$ cat src/rtl/gle_ram.sv
// Generic single-port-write, single-read RAM with registered read data.
`default_nettype none
module gle_ram #(
    parameter int WIDTH = 8,
    parameter int DEPTH = 256
) (
    input  wire logic                     clk,
    input  wire logic                     we,
    input  wire logic [$clog2(DEPTH)-1:0] waddr,
    input  wire logic [WIDTH-1:0]         wdata,
    input  wire logic [$clog2(DEPTH)-1:0] raddr,
    output logic      [WIDTH-1:0]         rdata
);
    logic [WIDTH-1:0] mem [DEPTH];

    // Write port and registered read port.
    always_ff @(posedge clk)
    begin
        if (we)
        begin
            mem[waddr] <= wdata;
        end
        rdata <= mem[raddr];
    end
endmodule
`default_nettype wire

$ cat config.mk
export PLATFORM = sky130hd
export DESIGN_NAME = gle_ram
export DESIGN_NICKNAME = d
export VERILOG_FILES = /design/src/rtl/gle_ram.sv
export SDC_FILE = /design/constraint.sdc
export NUM_CORES = 2
export LEC_CHECK = 0
export BUFFER_PORTS_ARGS = -buffer_cell sky130_fd_sc_hd__buf_2
export CAP_MARGIN = 0
export CORE_MARGIN = 10
export CORE_UTILIZATION = 63
export CTS_CLUSTER_SIZE = 30
export DETAILED_ROUTE_END_ITERATION = 10
export PLACE_DENSITY = 0.79
export SYNTH_ARGS = -nofsm -noshare
export SYNTH_HDL_FRONTEND = slang
export SYNTH_SLANG_ARGS = --single-unit
$ cat constraint.sdc
create_clock -name clk -period 2.3 [get_ports clk]
set_input_delay 0 -clock clk [delete_from_list [all_inputs] [get_ports clk]]
set_output_delay 0 -clock clk [all_outputs]
set_load 0.05 [all_outputs]
==> impl_results.md <==
- Largest net degree at the start of global routing: 93
- Fin crit period: approximately 2.3 ns
- Share of layout cells above drive strength 1: 0.315
- Synth Instances: about 3,700
- Die Width: ~380 µm
- Hold crit path type: in2reg
- Worst slew margin: 0.393
- Violated checks: negative setup slack
- Avg Inst Size Synth: 21.3 µm²
- Initial antenna violation count: 12
- PD cells: between 800 and 900 nW/µm²
- Gp weighted congestion: roughly 0.89
- Cell variety after synth: 55
- Most common cell after layout, fill and taps aside: edfxtp_1
- Worst slew pin tran: between 0.9 and 1 ns
- Clk slew on worst S/H paths: ~0.06 ns
- CTS H-Tree Depth: 4
- Initial Util: 0.634
- Pleak: about 30 nW
- DRT iter0 DRCs: a little over 7,000
- CTS tree: done
- Final instance area: 92,400 µm²
- Synth top area share: 0.773
- HPWL Detailed: between 100 and 150 mm
- CP Launch Type: register
- Die Height: around 380 µm
- Setup_tns: -0.0357 ns
- Max Slew Vio Count: 0
- Number of synthesized flops with an enable pin: around 2,000
- Setup Viol. Count Final: 2
- Post-Syn Area: a little under 80,000 µm²
- Synth area leaders: edfxtp_1, mux4_2, mux2i_1, nor2_1, a22oi_1
- DRC Markers: 0
- # clock sinks: just over 2,000
- CP Capture Type: register
- Post-DR vias/cell: roughly 7.0
- GRT Total Usage: 0.294
- Synth area leader: edfxtp_1
- DIE AREA: ~140,000 µm²
- Final Hold Fails: 0
- FF-to-FF path depth: 6
- Clock buffer depth: 3
- Drt wl/cell: ~34 µm
- Post-DP Area: approximately 86,000 µm²
- Final nets: around 4,400
- Vias in the first global route: 43,800
- First-pass GRT wire length: 301 mm
- Status: finished with violations
- FP Rows: 130
- Detail Route Antenna Nets: 0
- Req. time, crit path: ~3.0 ns
- Most frequent cells in the layout: edfxtp_1, buf_4, mux4_2, nor2_1, clkbuf_16
- CP arrival: between 3 and 4 ns
- Layout Skew: ~0.023 ns
- WHS: 0.119 ns
- Critical-path maximum fanout: 1
- Io pins: 34
- Net Count, Synth: 3,759
- Unrepaired setup endpoints after global routing: true
- Max frequency: around 0.43 GHz
- Max cap viols: 0
- Asr flop ratio synth: 0
- Area Overhead vs Synth: 16.1%
- Worst Hold Depth: 4
- Grt ovf: 0
- Tcrit/Tclk final: 1.01
- Drt pass-1 iters: 6
- CTS Root Cell: clkbuf_16
- Clk_lat worst skew: ~0.82 ns
- CTS buffer count: 194
- Via count: 43,100
- Core area: around 130,000 µm²
- Layout Utilization: 0.735
- Synth Flop Type: edfxtp_1
- VDD IR-drop max: 939 µV
- Final setup margin: -0.0330 ns
- Pre-CTS WS: -0.810 ns
- # port buffers: 33
- Seq/Total Area, Yosys: 0.775
- Routed wire length: slightly above 200 mm
- Yosys reg bits: 2,056
- Setup CP Type: reg2reg
- Synth warn: 0
## timing repair
item	in CTS	in global routing
endpoints found under the hold margin	915	0
hold buffers	17	0
endpoints found under the setup margin	8	5
pin swaps	7	10
resized for setup	34	14
setup buffers	0	0
## synthesized netlist by cell type, drive strengths merged (2+ instances only)
| master | count |
|---|---|
| a2111oi | 5 |
| edfxtp | 2048 |
| o211ai | 10 |
| nand2b | 8 |
| o21ai | 12 |
| dfxtp | 8 |
| mux4 | 456 |
| nand2 | 33 |
| clkbuf | 111 |
| nand3 | 34 |
| a21oi | 96 |
| o221ai | 47 |
| a311oi | 2 |
| a22o | 8 |
| nor2b | 31 |
| a31oi | 2 |
| mux2i | 134 |
| or2 | 4 |
| nor2 | 282 |
| and3b | 2 |
| nor3 | 22 |
| a211oi | 16 |
| and2 | 6 |
| o22a | 5 |
| nand4 | 10 |
| nand3b | 2 |
| o32ai | 5 |
| buf | 122 |
| a221oi | 14 |
| a22oi | 133 |
| o22ai | 28 |
| nor4 | 27 |
## report_power, final
group | total, mW | internal (mW) | switching (mW)
clock network | 31.0 | 17.3 | 13.7
logic | 4.40 | 1.66 | 2.74
registers | 41.4 | 41.3 | 0.0867
## per-stage QoR
step | power [mW] | std cells
final | 76.8 | 6169
after CTS | 76.8 | 6167
after global placement | 46.2 | 5797
after detailed placement | 46.3 | 5797
after floorplan | 44.2 | 3733
after global routing | 78.5 | 6167
## cell type report
| cell class | instances | area (µm²) |
|---|---|---|
| sequential | 2056 | 61700 |
| fill | 6640 | 33200 |
| multi-input combinational | 1442 | 16800 |
| timing repair buffer | 664 | 5790 |
| clock buffer | 244 | 5130 |
| tap | 1650 | 2060 |
| clock inverter | 109 | 942 |
| inverter | 2 | 7.51 |
| antenna | 2 | 5.00 |
## logic make-up (layout without fill, tap and decap cells)
group | count (synthesis) | after routing | share of synthesized area
other | 0 | 2 | 0
flip-flops | 2056 | 2056 | 0.775
AO/OA/AOI/OAI | 385 | 385 | 0.0342
buffers and inverters | 235 | 1019 | 0.0183
multiplexers | 591 | 591 | 0.146
AND/OR/NAND/NOR | 466 | 466 | 0.0263
## sequential cells by signal (all words and copies together), names as in the netlist
| register | cells |
|---|---|
| mem | 2048 |
| rdata | 8 |
## worst max-delay path: stages, from the launching register on
cell,delay (ns)
edfxtp_1,0.37
mux4_2,0.49
a22o_1,0.30
a221oi_2,0.23
o32ai_1,0.17
nor3_2,0.49
nor4_1,0.14
## layer usage
| metal | share of wire | track usage | up-vias | wire [µm] |
|---|---|---|---|---|
| li1 | - | - | 16900 | - |
| met2 | 0.48 | 0.463 | 3518 | 99700 |
| met4 | 0.052 | 0.134 | 12 | 10700 |
| met3 | 0.13 | 0.0706 | 661 | 27200 |
| met1 | 0.33 | 0.394 | 21900 | 69100 |
| met5 | 0.00036 | 0 | - | 75 |
## worst paths after layout
path	from	end	slack [ns]
max	mem[211][3]	rdata[3]	-0.03
min	we	mem[69][5]	0.12
max reg2reg	mem[211][3]	rdata[3]	-0.03
min reg2reg	mem[33][5]	rdata[5]	1.11
Power figures use the tool's default switching activity.
